**config.mk**
```make
export PLATFORM = sky130hd
export DESIGN_NAME = cis_queue
export DESIGN_NICKNAME = d
export VERILOG_FILES = /design/src/sv/cis_pkg.sv /design/src/sv/cis_queue.sv
export SDC_FILE = /design/constraint.sdc
export NUM_CORES = 1
export LEC_CHECK = 0
export ABC_CLOCK_PERIOD_IN_PS = 4510
export BUFFER_PORTS_ARGS = -buffer_cell sky130_fd_sc_hd__buf_4
export CORE_MARGIN = 10
export CORE_UTILIZATION = 52
export CTS_BUF_LIST = sky130_fd_sc_hd__clkbuf_16
export DETAILED_ROUTE_END_ITERATION = 8
export PLACE_DENSITY_LB_ADDON = 0.15
export SYNTH_ARGS = -nofsm -noshare
export SYNTH_HDL_FRONTEND = slang
export SYNTH_SLANG_ARGS = --single-unit
```
**constraint.sdc**
```tcl
create_clock -name clk -period 4.51 [get_ports clk]
set_input_delay 0.451 -clock clk [delete_from_list [all_inputs] [get_ports clk]]
set_output_delay 0.451 -clock clk [all_outputs]
set_load 0.1 [all_outputs]
```
**src/sv/cis_pkg.sv**
```systemverilog
// Shared types and constants for the cumulative interval search core.
// No dependencies; imported by every module of the block.
`default_nettype none

package cis_pkg;

	localparam int DEF_TABLE_DEPTH = 1024;
	localparam int DEF_VALUE_BITS  = 32;
	localparam int QUEUE_DEPTH     = 2;

	localparam logic REQ_WRITE  = 1'b0;
	localparam logic REQ_SEARCH = 1'b1;

	typedef struct packed {
		logic        req_type;
		logic [9:0]  entry_index;
		logic [31:0] entry_value;
		logic [31:0] search_value;
		logic [9:0]  low_bound;
		logic [9:0]  high_bound;
	} cis_req_t;

	typedef struct packed {
		logic       found;
		logic [9:0] position;
	} cis_res_t;

	typedef enum logic [1:0] {
		OP_WRITE,
		OP_SEARCH,
		OP_MISS
	} cis_op_t;

	// idx_a: write index or low bound; idx_b: high bound
	typedef struct packed {
		cis_op_t     op;
		logic [9:0]  idx_a;
		logic [9:0]  idx_b;
		logic [31:0] data;
	} cis_cmd_t;

	typedef enum logic [1:0] {
		ST_IDLE,
		ST_TOTAL,
		ST_SCAN
	} cis_state_t;

endpackage

`default_nettype wire

```
**src/sv/cis_queue.sv**
```systemverilog
// Short command queue between the front stage and the search engine.
// Depends on cis_pkg.
`default_nettype none

module cis_queue import cis_pkg::*; #(
	parameter int DEPTH = QUEUE_DEPTH
) (
	input  wire logic     clk,
	input  wire logic     arst_n,
	input  wire logic     push_valid,
	output logic          push_ready,
	input  wire cis_cmd_t push_data,
	output logic          pop_valid,
	input  wire logic     pop_ready,
	output cis_cmd_t      pop_data
);

	localparam int PW = (DEPTH > 1) ? $clog2(DEPTH) : 1;
	localparam int CW = $clog2(DEPTH + 1);

	cis_cmd_t        slot_q [DEPTH];
	logic [PW-1:0]   wr_ptr_q;
	logic [PW-1:0]   rd_ptr_q;
	logic [CW-1:0]   count_q;
	logic            do_push;
	logic            do_pop;

	assign push_ready = count_q != CW'(DEPTH);
	assign pop_valid  = count_q != '0;
	assign pop_data   = slot_q[rd_ptr_q];
	assign do_push    = push_valid && push_ready;
	assign do_pop     = pop_valid && pop_ready;

	always_ff @(posedge clk or negedge arst_n) begin
		if (!arst_n) begin
			wr_ptr_q <= '0;
			rd_ptr_q <= '0;
			count_q  <= '0;
		end else begin
			if (do_push) begin
				wr_ptr_q <= (wr_ptr_q == PW'(DEPTH - 1)) ? '0 : wr_ptr_q + PW'(1);
			end
			if (do_pop) begin
				rd_ptr_q <= (rd_ptr_q == PW'(DEPTH - 1)) ? '0 : rd_ptr_q + PW'(1);
			end
			if (do_push && !do_pop) begin
				count_q <= count_q + CW'(1);
			end else if (do_pop && !do_push) begin
				count_q <= count_q - CW'(1);
			end
		end
	end

	always_ff @(posedge clk) begin
		if (do_push) begin
			slot_q[wr_ptr_q] <= push_data;
		end
	end

endmodule

`default_nettype wire

```
Yosys cells after proc, flatten, opt, wreduce, memory -nomap -nowiden
Memories as Yosys holds them, arrays and structs flattened.
Cells that the tools add are included.
{ "op_classes": {"addsub": 4, "n_eq_ne": 1, "muxes": 6, "reduce_logical": 8} }
{ "ops": {"columns": ["cell", "count"], "rows": [
  ["1-bit logical AND", 4],
  ["1-bit two-way mux", 4],
  ["2-bit two-way mux", 2],
  ["2-bit nonzero test", 2],
  ["1-bit adder, second input constant", 2],
  ["2-bit by 1-bit adder with 2-bit output, second input constant", 1],
  ["1-bit logical NOT", 2],
  ["2-bit != test, second input constant", 1],
  ["2-bit by 1-bit subtractor with 2-bit output, second input constant", 1]
]} }
{ "totals": {"reg_bits": 4, "ram_bits": 108, "word_cells": 23, "memories": 1} }
{ "memory_table": {"columns": ["name", "words", "width", "rd", "rd_clocked_by_memory_dff", "write_ports", "line", "rtl"], "rows": [
  ["slot_q", 2, 54, 1, 0, 1, "cis_queue.sv:21", "cis_cmd_t slot_q [DEPTH];"]
]} }

Depth between registers and ports, before layout
{ "logic_depth": {"word_depth": 6, "mapped_depth": 7} }

Worst setup path after synthesis
OpenSTA, ideal clock, no wires.
{ "synth_path": {"path_kind": "reg-to-reg", "from": "register count_q[0]", "to": "memory slot_q[0][0] (netlist name) (enable)", "setup_time_ns": 0.466, "arrival_ns": 3.752, "required_time_ns": 4.044, "slack_ns": 0.291, "path_stages_with_launch": 4, "path_buffers": 0, "cell_sequence": "dfrtp_1 > nand2b_1 > nand2_1 > nor2_1"} }
{ "synth_via": {"elab_chain_len": 4} }
{ "synth_rtl": {"columns": ["item", "line", "rtl"], "rows": [
  ["start: declaration", "cis_queue.sv:24", "logic [CW-1:0] count_q;"],
  ["start signal: assignment", "cis_queue.sv:47", "count_q <= count_q + CW'(1);"],
  ["start signal: assignment", "cis_queue.sv:49", "count_q <= count_q - CW'(1);"],
  ["2-bit != test", "cis_queue.sv:28", "assign push_ready = count_q != CW'(DEPTH);"],
  ["named net push_ready", "cis_queue.sv:11", "output logic push_ready,"],
  ["1-bit logical AND", "cis_queue.sv:31", "assign do_push = push_valid && push_ready;"],
  ["1-bit two-way mux", "cis_queue.sv:55", "if (do_push) begin"],
  ["1-bit two-way mux (not written as such)", "cis_queue.sv:56", "slot_q[wr_ptr_q] <= push_data;"],
  ["end: declaration", "cis_queue.sv:21", null]
]} }
The timed path passes the listed nets, and every way through them passes these cells.

==> flow_summary.yaml <==
detailed_routing:
  drt_iter0_markers: 66
  viasPerCell: 4.976
  via_count: 2075
  drt_wl_total_mm: 7.828
  wl_per_cell_um: 18.77
  drc: 0
  postRouteAntennaNets: 0
  firstDrtPassIters: 4
floorplanning:
  initial_core_util_pct: 53.09
  core_um2: 8175
  row_count: 33
  die_x_um: 111.4
  die_h_um: 111.4
  pin_count: 114
  dieArea_um2: 12400
cts:
  htreeDepth: 3
  cts_sinks: 112
  clkLatencyLatePin_ns: 0.34
  clk_pin_slew_worst_paths_ns: 0.07
  cts_made_buffers: 9
  cts_hold_buf: 1
  cts_setup_buffers: 0
  cts_tree: "done"
  cts_root_buffer: "clkbuf_16"
  post_cts_resized: 0
  clockBufferDepth: 2
timing:
  hold_viol_final: 0
  worstMarginPinSlew_ns: 1.017
  report.final.slew_viol_count: 0
  grt_setup_unrepaired: "no"
  timing.fmax_ghz: 0.3919
  period_share_pct: 56.57
  setup_tns_ns: 0
  min_period_ns: 2.551
  setup_viol: 0
  max-slew-margin-rel_pct: 32.18
  finClkSkew_ns: 0.005939
placed_design:
  portBuffers: 113
  gp_congestion: 0.6751
  dp_hpwl_mm: 5.484
cells_and_area:
  fillCellCount: 544
  syn2layout_area_growth_pct: 27.53
  antenna_cells: 0
  regArea_um2: 3347
  fin_nets: 366
  drive_gt1_share_pct: 59.62
  multi_input_area_um2: 890.9
worst_setup_path:
  start_kind: "register"
  cp.required_ns: 4.06
  critPathMaxStageDelay_ns: 1.10
  ff2ff_path_depth: 4
  crit_cells: 2
  end_kind: "output pin"
  crit_family: "flip-flops"
  crit_chain: "mux2_2 -> buf_4"
  arrival_ns: 2.10
  worstSetupPathType: "register to output pin"
  cp.buffers_inverters: 1
  slowest_stage: "dfrtp_4"
  path_max_fanout: 55
yosys:
  yosys_warnings: 0
  synthArstFlopShare_pct: 3.571
  yosysTopAreaCellShare_pct: 74.72
  synthMostInstantiatedCell: "edfxtp_1"
  syn_avg_cell_area_um2: 23.34
  synth_area_um2: 4340
  synth_edf_count: 108
  postSynthCellCount: 186
  synthDistinctLibCells: 15
  synth-seq-cells: 112
  ys_seq_area_share_pct: 77.03
  synth_top_cell_by_area: "edfxtp_1"
  yosys_most_used_dff: "edfxtp_1"
  synth_common_cells: "108 x edfxtp_1, 49 x mux2_4, 5 x buf_12, 5 x mux2_2, 4 x dfrtp_1"
  synth_area_leaders: "edfxtp_1 75%, mux2_4 17%, buf_12 2.3%, dfrtp_1 2.3%, mux2_2 1.3%"
  syn_nets: 245
worst_hold_path:
  hp-class: "input port to register"
  hold_depth: 1
global_route:
  grt_pass1_wl_mm: 12.25
  grt_overflow: 0
  grt_pass1_vias: 2345
  grt_max_degree: 56
  grtUsageTotal_pct: 12.47
  antenna_found_initial: 0
run:
  cap_violations: 0
status:
  outcome: "complete, no violations"
layer usage:
layer / global-route usage [%] / part of all wire [%] / up-vias
li1: - / - / 970
met5: 0 / 0 / -
met4: 4.627 / 1.3 / 0
met3: 5.421 / 9.0 / 8
met1: 13.46 / 38 / 1025
met2: 21.30 / 52 / 72
logic make-up (layout without fill, tap and decap cells):
group,Yosys count,after routing,share of synthesized area [%]
flip-flops,112,112,77.03
adder cells (fa/ha/maj),1,1,0.2882
AND/OR/NAND/NOR,7,7,0.7787
buffers and inverters,7,133,2.652
multiplexers,54,54,18.25
XOR/XNOR,5,5,1.009
placed cells by master (no fill, tap or decap), drive strengths merged:
master	instances
buf	115
dfrtp	4
clkinvlp	1
nand2	2
edfxtp	108
ha	1
or2	1
dlygate4sd3	1
xor2	2
mux2	54
xnor2	3
nand2b	1
clkinv	4
and3	1
nor2	2
inv	2
bufinv	1
clkbuf	9
through the flow:
stage / hold slack [ns] / setup WS (ns) / cells / util (%) / instance area, um2
floorplan: 0.1554 / 0.2915 / 186 / - / 4340
global placement: 0.2494 / 2.287 / 400 / 64.05 / 5236
detailed placement: 0.2533 / 2.278 / 400 / 64.05 / 5236
CTS: 0.2854 / 1.905 / 417 / 67.71 / 5535
global route: 0.2830 / 1.839 / 417 / 67.71 / 5535
finish: 0.2967 / 1.959 / 417 / 67.71 / 5535
registers in the layout (all words and copies together) (netlist names):
signal and flops:
slot_q 108, count_q 2, rd_ptr_q 1, wr_ptr_q 1
path summary, 6_finish.rpt:
| path | startpoint | end | slack (ns) |
|---|---|---|---|
| worst max-delay path | rd_ptr_q | pop_data[34] | 1.96 |
| worst min-delay path | push_data[7] | slot_q[0][7] | 0.30 |
| worst max register to register | count_q[0] | slot_q[0][32] | 2.31 |
| worst min register to register | count_q[1] | count_q[1] | 0.49 |
| max in group asynchronous | arst_n | rd_ptr_q | 3.94 |
| min in group asynchronous | arst_n | wr_ptr_q | 0.46 |
cell type report:
type                    instances  area share (%)
repair buffers                116           15.78
well taps                     105           2.373
multi-input cells              67           16.09
inverters                       1         0.06781
flip-flops and latches        112           60.47
clock inverters                 7           1.153
clock buffers                   9           4.069
Power is not shown: default switching activity piles up to over one toggle a cycle in this logic, so the estimate is an artifact.
