--- src/sv/cis_pkg.sv ---
// Shared types and constants for the cumulative interval search core.
// No dependencies; imported by every module of the block.
`default_nettype none

package cis_pkg;

	localparam int DEF_TABLE_DEPTH = 1024;
	localparam int DEF_VALUE_BITS  = 32;
	localparam int QUEUE_DEPTH     = 2;

	localparam logic REQ_WRITE  = 1'b0;
	localparam logic REQ_SEARCH = 1'b1;

	typedef struct packed {
		logic        req_type;
		logic [9:0]  entry_index;
		logic [31:0] entry_value;
		logic [31:0] search_value;
		logic [9:0]  low_bound;
		logic [9:0]  high_bound;
	} cis_req_t;

	typedef struct packed {
		logic       found;
		logic [9:0] position;
	} cis_res_t;

	typedef enum logic [1:0] {
		OP_WRITE,
		OP_SEARCH,
		OP_MISS
	} cis_op_t;

	// idx_a: write index or low bound; idx_b: high bound
	typedef struct packed {
		cis_op_t     op;
		logic [9:0]  idx_a;
		logic [9:0]  idx_b;
		logic [31:0] data;
	} cis_cmd_t;

	typedef enum logic [1:0] {
		ST_IDLE,
		ST_TOTAL,
		ST_SCAN
	} cis_state_t;

endpackage

`default_nettype wire

--- src/sv/cis_front.sv ---
// Front stage: accepts requests, checks bounds and classifies them into commands.
// Depends on cis_pkg.
`default_nettype none

module cis_front import cis_pkg::*; #(
	parameter int TABLE_DEPTH = DEF_TABLE_DEPTH
) (
	input  wire logic     clk,
	input  wire logic     arst_n,
	input  wire logic     req_valid,
	output logic          req_ready,
	input  wire cis_req_t req_data,
	output logic          cmd_valid,
	input  wire logic     cmd_ready,
	output cis_cmd_t      cmd_data
);

	logic     cmd_valid_q;
	cis_cmd_t cmd_q;
	cis_cmd_t cmd_d;
	logic     keep;
	logic     lo_bad;
	logic     hi_bad;
	logic     wr_bad;

	assign req_ready = !cmd_valid_q || cmd_ready;
	assign cmd_valid = cmd_valid_q;
	assign cmd_data  = cmd_q;

	assign wr_bad = 32'(req_data.entry_index) >= TABLE_DEPTH;
	assign lo_bad = 32'(req_data.low_bound) >= TABLE_DEPTH;
	assign hi_bad = 32'(req_data.high_bound) >= TABLE_DEPTH;

	always_comb begin
		cmd_d = '0;
		keep  = 1'b1;
		if (req_data.req_type == REQ_WRITE) begin
			cmd_d.op    = OP_WRITE;
			cmd_d.idx_a = req_data.entry_index;
			cmd_d.data  = req_data.entry_value;
			keep        = !wr_bad;   // out-of-range writes are dropped
		end else begin
			cmd_d.idx_a = req_data.low_bound;
			cmd_d.idx_b = req_data.high_bound;
			cmd_d.data  = req_data.search_value;
			if (lo_bad || hi_bad || req_data.low_bound >= req_data.high_bound) begin
				cmd_d.op = OP_MISS;
			end else begin
				cmd_d.op = OP_SEARCH;
			end
		end
	end

	always_ff @(posedge clk or negedge arst_n) begin
		if (!arst_n) begin
			cmd_valid_q <= 1'b0;
		end else if (req_ready) begin
			cmd_valid_q <= req_valid && keep;
		end
	end

	always_ff @(posedge clk) begin
		if (req_ready && req_valid) begin
			cmd_q <= cmd_d;
		end
	end

endmodule

`default_nettype wire

--- config.mk ---
export PLATFORM = sky130hd
export DESIGN_NAME = cis_front
export DESIGN_NICKNAME = d
export VERILOG_FILES = /design/src/sv/cis_pkg.sv /design/src/sv/cis_front.sv
export SDC_FILE = /design/constraint.sdc
export NUM_CORES = 1
export LEC_CHECK = 0
export ABC_AREA = 1
export BUFFER_PORTS_ARGS = -buffer_cell sky130_fd_sc_hd__buf_2
export CAP_MARGIN = 20
export CORE_UTILIZATION = 40
export CTS_CLUSTER_SIZE = 20
export DETAILED_ROUTE_END_ITERATION = 7
export PLACE_DENSITY = 0.73
export SYNTH_ARGS = -nofsm -noshare
export SYNTH_HDL_FRONTEND = slang
export SYNTH_SLANG_ARGS = --single-unit
--- constraint.sdc ---
create_clock -name clk -period 5.5 [get_ports clk]
set_clock_uncertainty 0.15 [all_clocks]
set_input_delay 1.1 -clock clk [delete_from_list [all_inputs] [get_ports clk]]
set_output_delay 1.1 -clock clk [all_outputs]
set_load 0.05 [all_outputs]
-- Word level (Yosys, flattened, before mapping)
Index checks and enable logic that the tools add are counted.
- logic and storage cells: 12
- register bits: 55
- reduce and logical (&&, ||, !) cells: 3
- magnitude comparators: 1
- muxes and demuxes: 3
- operators by type and width (operator ; number):
    32-bit 2-to-1 mux ; 1
    10-bit >= comparator ; 1
    10-bit 2-to-1 mux ; 1
    2-bit 2-to-1 mux ; 1
    1-bit logical AND ; 1
    1-bit zero test ; 1
    1-bit logical OR ; 1

-- Depth between registers and ports, before layout
Gate-level depths: netlist of run 1.
- depth in word-level cells: 3
- depth in mapped cells: 10
- gate-level depth less buffers: 10

-- Least setup slack after synthesis of run 1
No wires, ideal clock.
- path kind: input to register
- start point: input port req_valid
- end point: register cmd_q (netlist bit cmd_data[0]) (enable)
- path slack: 1.096 ns
- data arrival time: 3.771 ns
- stages: 2
- data required time: 4.867 ns
- path through: inv_1 a21oi_1
- longest elaborated chain between the ends: 1
- ends and longest elaborated chain (item ; RTL line ; text):
    from (decl) ; cis_front.sv:10 ; input wire logic req_valid,
    1-bit logical AND ; cis_front.sv:63 ; if (req_ready && req_valid) begin
    to (signal assigned) ; cis_front.sv:64 ; cmd_q <= cmd_d;
    to (decl) ; cis_front.sv:19 ; cis_cmd_t cmd_q;
No other way between the ends.
A chain may end at the register's enable or synchronous reset.

-- Worst setup path after layout of run 1
- start point: input port cmd_ready
- end point: output port req_ready
- longest elaborated chain between the ends: 1
- ends and longest elaborated chain (item ; RTL line ; text):
    from (decl) ; cis_front.sv:14 ; input wire logic cmd_ready,
    1-bit logical OR ; cis_front.sv:26 ; assign req_ready = !cmd_valid_q || cmd_ready;
    to (decl) ; cis_front.sv:11 ; output logic req_ready,
No other way between the ends.

==> results of run 1 <==
-- path summary, 6_finish.rpt --
path	from	to	slack [ns]	cells after the start
setup / recovery	cmd_ready	req_ready	2.64	4
hold / removal	arst_n	cmd_valid	0.41	1
setup reg to reg	cmd_valid	cmd_data[6]	3.44	2
hold reg to reg	cmd_valid	cmd_valid	0.48	2
max in group asynchronous	arst_n	cmd_valid	4.71	1
min in group clk	cmd_valid	cmd_valid	0.48	2
-- cells in the mapped netlist (all sizes together) --
library cell,n
nand2,150
a21o,1
o21ai,1
dfrtp,1
a21oi,3
ha,10
buf,10
nor2,4
inv,29
edfxtp,54
nand3,2
-- metal layers --
layer  vias up  wire length [um]  track usage (%)
met5         -                 0                0
met4         0                79            6.316
met3         6               352            3.956
met2        85              3046            32.73
met1       940              2320            18.74
li1       1132                 -                -
-- cell type report --
class	instances	area [um^2]	area share [%]
flip-flops and latches	55	1647	47.53
well taps	75	93.84	2.709
multi-input cells	171	754.5	21.78
repair buffers	155	778.2	22.46
clock buffers	8	80.08	2.311
inverters	29	111.4	3.214
-- flip-flops by register name (all words and copies together), names as in the netlist --
name,flops
cmd_data,54
cmd_valid,1
-- metrics by stage --
stage          util (%)  std cells  hold WS (ns)
3_5_place_dp      55.52        485        0.4509
6_report          56.84        493        0.4128
2_1_floorplan         -        265        0.6544
4_1_cts           56.84        493        0.4013
5_1_grt           56.84        493        0.3962
3_3_place_gp      55.52        485        0.4104
-- logic make-up (layout without fill, tap and decap cells) --
group,count (synthesis),in the layout,synth area share [%]
compound gates,5,5,1.063
fa+ha+maj,10,10,4.831
simple gates,156,156,22.80
flops,55,55,63.57
buf+inv,39,192,7.729
-- power by group --
| part | leakage, nW | total, mW | switching, mW | internal (mW) |
|---|---|---|---|---|
| combinational | 1.32 | 0.223 | 0.160 | 0.0625 |
| sequential | 0.533 | 0.501 | 0.00692 | 0.494 |
| clock | 0.0395 | 0.207 | 0.116 | 0.0908 |
| total | 1.89 | 0.931 | 0.284 | 0.647 |
==> summary.txt, run 1 <==
Data arrival, critical path -> 1.61 ns
drt first pass iters -> 4
VDD IR max -> 118.1 uV
Initial DRC Count -> 88
Critical Path, Cell by Cell -> buf_2 > inv_1 > nand2_1 > buf_2
commonest non-fill, non-tap cell in the layout -> buf_2
power per standard cell area -> 268.7 mW/mm^2
max_slew headroom -> 37.69%
global route overflow -> 0
DRC -> 0
outcome -> finished, final reports clean
WL per Instance -> 11.76 um
post-synthesis sequential area ratio -> 63.57%
dpl cell area -> 0.003385 mm^2
num rows -> 28
Max Transition Viols Final -> 0
Min-Delay Path Class -> in -> async
initial core utilization -> 42.49%
Slew @ Worst Pin -> 0.9347 ns
Synth cell types -> 15
syn_nets -> 374
most frequent cells in the layout -> buf_2, nand2_1, edfxtp_1, inv_1, ha_1
PnR worst setup slack -> 2.645 ns
Worst EP required -> 4.25 ns
fmax -> 350.3 MHz
Buf/Inv on CP -> 3
I/O pins -> 155
DR vias -> 2163
biggest area consumer among synthesized cells -> edfxtp_1
initial antenna violation count -> 0
CP Capture Type -> output port
number of synthesized register bits -> 55
Tot GR Track Use -> 17.35%
final antenna-violating net count -> 0
Design Power -> 930.9 uW
CTS Sinks -> 55
Hold Vio Cnt, Final -> 0
Tcrit/Tclk final -> 51.91%
most used cell, CP -> buf_2
Yosys top cell area share -> 62.61%
post-route cell area -> 0.003465 mm^2
first-pass GRT wire length -> 8680 um
CP max stage cell -> buf_2
Setup violations, final -> 0
YS warnings -> 0
port bufs -> 154
core region area -> 0.006096 mm^2
# hold bufs at CTS -> 0
# fillers -> 567
Crit Path Max Fanout -> 2
CTS HTree Levels -> 2
Avg Inst Size Synth -> 9.774 um^2
antenna cells -> 0
post-cts resize count -> 0
drt via density -> 4.387
postcts setup bufs -> 0
number of global-route vias before repair -> 1948
critical path launch point type -> primary input
worst-case clock buffer depth -> 2
Crit path max-delay family -> buffers and inverters
layout cell share with drive strength beyond 1 -> 39.00%
CTS tree -> yes
Root Buffer -> clkbuf_8
Post-Syn Instances -> 265
clock period minus worst slack -> 2.855 ns
dpl hpwl -> 4424 um
pre-CTS setup slack -> 2.602 ns
gpl congestion -> 0.7663
MaxCap Viol Count -> 0
Final nets -> 526
die height -> 82.47 um
top cells by area, synth -> edfxtp_1, nand2_1, ha_1, inv_1, buf_6
Worst path max stage delay -> 0.22 ns
largest net degree at the start of global routing -> 54
Die Area -> 0.006800 mm^2
Clock transition at path regs -> 0.09 ns
Setup CP Type -> in -> out
WL final -> 5799 um
Lkg Pwr -> 1.890 nW
Netlist Area Pre-Place -> 0.002590 mm^2
Num CTS Buffers -> 5
RSZ-0062 raised after global routing -> false
DIE WIDTH -> 82.47 um
Clk Latency, worst-skew pair -> 0.29 ns
Setup TNS -> 0 ns
Syn-to-layout area delta -> 33.77%
Power figures use the tool's default switching activity.
==> run 2: changes to the inputs <==
--- a/config.mk
+++ b/config.mk
@@ -5,13 +5,13 @@
 export SDC_FILE = /design/constraint.sdc
 export NUM_CORES = 1
 export LEC_CHECK = 0
-export ABC_AREA = 1
+export ABC_AREA = 0
 export BUFFER_PORTS_ARGS = -buffer_cell sky130_fd_sc_hd__buf_2
 export CAP_MARGIN = 20
 export CORE_UTILIZATION = 40
 export CTS_CLUSTER_SIZE = 20
 export DETAILED_ROUTE_END_ITERATION = 7
-export PLACE_DENSITY = 0.73
+export PLACE_DENSITY = 0.74
 export SYNTH_ARGS = -nofsm -noshare
 export SYNTH_HDL_FRONTEND = slang
 export SYNTH_SLANG_ARGS = --single-unit
==> constraint.sdc (replaced) <==
create_clock -name clk -period 2.9 [get_ports clk]
set_clock_uncertainty 0.15 [all_clocks]
set_input_delay 0.58 -clock clk [delete_from_list [all_inputs] [get_ports clk]]
set_output_delay 0.58 -clock clk [all_outputs]
set_load 0.05 [all_outputs]
==> run 2 against run 1 <==
Effect of this change:
- sequential share of layout area down 0.37 points
- area after synthesis decreased by 3.4%
- via count shrank 18%
- register-to-register slack got worse by 2.0 ns
- wire length down 11%
- clock power rose by 140%
- total power increased by 99%
- critical path depth increased by 3
- sequential power rose by 89%
- final area is 0.79% higher
- largest power group unchanged
- highest routed layer unchanged
==> summary.txt, run 2 <==
Design Power -> 1.854 mW (was 930.9 uW)
Tot GR Track Use -> 15.96% (was 17.35%)
critical path launch point type -> primary input (unchanged)
WL final -> 5175 um (was 5799 um)
Data arrival, critical path -> 1.77 ns (was 1.61 ns)
Inst Count DP -> 376 (was 485)
sequential power share -> 51.1% (was 53.8%)
Clk Latency, worst-skew pair -> 0.29 ns (about the same)
Avg Inst Size Synth -> 16.68 um^2 (was 9.774 um^2)
postcts setup bufs -> 0 (unchanged)
most frequent cell after synthesis -> edfxtp_1 (was nand2_1)
power per standard cell area -> 530.9 mW/mm^2 (was 268.7 mW/mm^2)
Reg2Reg Capture Point -> cmd_data[13] (was cmd_data[6])
initial core utilization -> 41.77% (was 42.49%)
Root Buffer -> clkbuf_8 (unchanged)
Yosys top cell area share -> 64.80% (was 62.61%)
ys async rst share -> 1.818% (unchanged)
PnR worst setup slack -> 1.044 ns (was 2.645 ns)
Worst Hold End -> cmd_valid
largest net degree at the start of global routing -> 55 (was 54)
number of global-route vias before repair -> 1684 (was 1948)
num rows -> 28 (unchanged)
global route overflow -> 0 (unchanged)
Crit Path Max Fanout -> 2 (unchanged)
Setup CP Type -> in -> reg (was in -> out)
Lkg Pwr -> 1.579 nW (was 1.890 nW)
fmax -> 538.9 MHz
die height -> 81.10 um (was 82.47 um)
reg-to-reg slack, setup -> 1.47 ns (was 3.44 ns)
worst-case clock buffer depth -> 2 (unchanged)
Hold Crit Depth -> 2
max reg flops -> 54 (unchanged)
YS warnings -> 0 (unchanged)
Worst Hold Launch -> req_valid
pre-CTS setup slack -> 0.6962 ns (was 2.602 ns)
# fillers -> 503 (was 567)
drt via density -> 4.595 (was 4.387)
part of the power in the clock network -> 26.3% (was 22.3%)
I/O pins -> 155 (unchanged)
drt first pass iters -> 4 (unchanged)
Max Transition Viols Final -> 0 (unchanged)
Die Area -> 0.006576 mm^2 (was 0.006800 mm^2)
Setup TNS -> 0 ns (unchanged)
biggest area consumer among synthesized cells -> edfxtp_1 (unchanged)
commonest non-fill, non-tap cell in the layout -> buf_2 (unchanged)
Critical R2R Launch -> cmd_valid (unchanged)
CTS Sinks -> 55 (unchanged)
antenna cells -> 0 (unchanged)
RSZ-0062 raised after global routing -> false (unchanged)
port bufs -> 154 (unchanged)
switching pwr -> 518.4 uW (was 283.5 uW)
Final Instance Count excl. Fillers -> 385 (was 493)
Hold Vio Cnt, Final -> 0 (unchanged)
post-synthesis sequential area ratio -> 65.80% (was 63.57%)
Pint -> 1.336 mW (was 647.4 uW)
top cells by area, synth -> edfxtp_1, mux2_2, ha_1, and2_1, inv_1 (was edfxtp_1, nand2_1, ha_1, inv_1, buf_6)
Tcrit/Tclk final -> 63.99%
gpl congestion -> 0.7017 (was 0.7663)
DRC -> 0 (unchanged)
CTS tree -> yes (unchanged)
WL per Instance -> 13.44 um (was 11.76 um)
MaxCap Viol Count -> 0 (unchanged)
Comb power frac -> 22.6% (was 23.9%)
Min-Delay Path Class -> in -> reg (was in -> async)
switching share of power -> 27.96% (was 30.46%)
Initial DRC Count -> 54 (was 88)
CTS HTree Levels -> 2 (unchanged)
Num CTS Buffers -> 5 (unchanged)
Clock transition at path regs -> 0.10 ns (was 0.09 ns)
Commonest cells post-synth -> edfxtp_1, mux2_2, and2_1 (was nand2_1, edfxtp_1, inv_1)
Synth cell types -> 22 (was 15)
DIE WIDTH -> 81.10 um (was 82.47 um)
number of synthesized register bits -> 55 (unchanged)
final antenna-violating net count -> 0 (unchanged)
Slew @ Worst Pin -> 0.5038 ns (was 0.9347 ns)
core region area -> 0.005991 mm^2 (was 0.006096 mm^2)
Post-synth top flop -> edfxtp_1 (unchanged)
number of flops mapped to enable cells by yosys -> 54 (unchanged)
clock period minus worst slack -> 1.856 ns
dpl hpwl -> 4021 um (was 4424 um)
most frequent cells in the layout -> buf_2, edfxtp_1, mux2_2 (was buf_2, nand2_1, edfxtp_1, inv_1, ha_1)
CP Capture Type -> flip-flop (was output port)
Post-Syn Instances -> 150 (was 265)
Netlist Area Pre-Place -> 0.002502 mm^2 (was 0.002590 mm^2)
Worst EP required -> 2.81 ns (was 4.25 ns)
layout cell share with drive strength beyond 1 -> 67.74% (was 39.00%)
syn_nets -> 259 (was 374)
outcome -> finished, final reports clean (unchanged)
Syn-to-layout area delta -> 39.55% (was 33.77%)
Setup violations, final -> 0 (unchanged)
Final nets -> 418 (was 526)
DR vias -> 1769 (was 2163)
first-pass GRT wire length -> 7514 um (was 8680 um)
initial antenna violation count -> 0 (unchanged)
worst r2r path cells -> 3 (was 2)
max_slew headroom -> 66.41% (was 37.69%)
VDD IR max -> 236.8 uV (was 118.1 uV)
==> run 2: cell count changes in the layout (fill, tap and decap cells not counted), moves of 2 or more <==
cell and change:
clkbuf_1 -3, inv_1 -18, nand2_1 -150, nand3_1 -2, mux2_2 +42, and2_1 +10, nand2b_1 +2
==> run 2: logic make-up (layout without fill, tap and decap cells) <==
family	count (synthesis)	in the layout	synth area share (%)
AOI/OAI and AO/OA	7	7	2.300
adders and majority gates	10	10	5.000
buffers and inverters	16	176	2.650
DFF	55	55	65.80
muxes	42	42	18.90
and+or+nand+nor	20	20	5.350
==> run 2: layout make-up <==
class | count | area, um^2 | area share, %
clock buffer | 5 | 68.82 | 1.971
clock inverter | 3 | 38.79 | 1.111
inverter | 10 | 37.54 | 1.075
multi-input combinational | 79 | 790.8 | 22.64
sequential | 55 | 1647 | 47.15
tap | 75 | 93.84 | 2.687
timing repair buffer | 158 | 815.8 | 23.36
==> run 2: per-stage QoR <==
stage	hold slack, ns	instance area (um^2)	util, %
floorplan	0.1344	2504	-
global placement	0.2116	3374	56.33
detailed placement	0.2111	3374	56.33
CTS	0.3215	3492	58.29
global route	0.3389	3492	58.29
finish	0.3337	3492	58.29
==> run 2: per-layer routing <==
layer	routed length (um)	GRT usage, %	vias up	share of wire (%)
met5	0	0	-	0
met4	63	5.893	0	1.2
met3	520	5.281	5	10
met2	2432	27.48	108	47
met1	2158	18.41	778	42
li1	-	-	878	-
==> run 2: timing repair <==
action                    4_1_cts  5_1_grt
resized for setup               0        0
hold endpoints to repair        1        0
hold buffers                    1        0
==> run 2: worst max-delay path by stage <==
| stage | start | end | depth (start not counted) |
|---|---|---|---|
| floorplan | cmd_valid | cmd_data[0] | 2 |
| global placement | req_data[0] | cmd_data[53] | 6 |
| detailed placement | req_data[10] | cmd_data[53] | 7 |
| CTS | req_data[10] | cmd_data[53] | 7 |
| global route | req_data[10] | cmd_data[53] | 7 |
| finish | req_data[10] | cmd_data[53] | 7 |
==> run 2: power groups by stage <==
stage / Sequential (mW) / Combinational [mW] / Clock [mW]
finish: 0.947 / 0.419 / 0.488
global route: 0.952 / 0.449 / 0.525
CTS: 0.948 / 0.425 / 0.509
detailed placement: 0.966 / 0.423 / 0
global placement: 0.964 / 0.418 / 0
floorplan: 1.14 / 0.112 / 0
==> run 2: critical path, cell delays in order <==
cell and delay [ns]:
buf_2 0.08, inv_1 0.04, ha_1 0.26, nand2b_4 0.14, a211oi_2 0.23, nor3_1 0.08
o41a_1 0.36
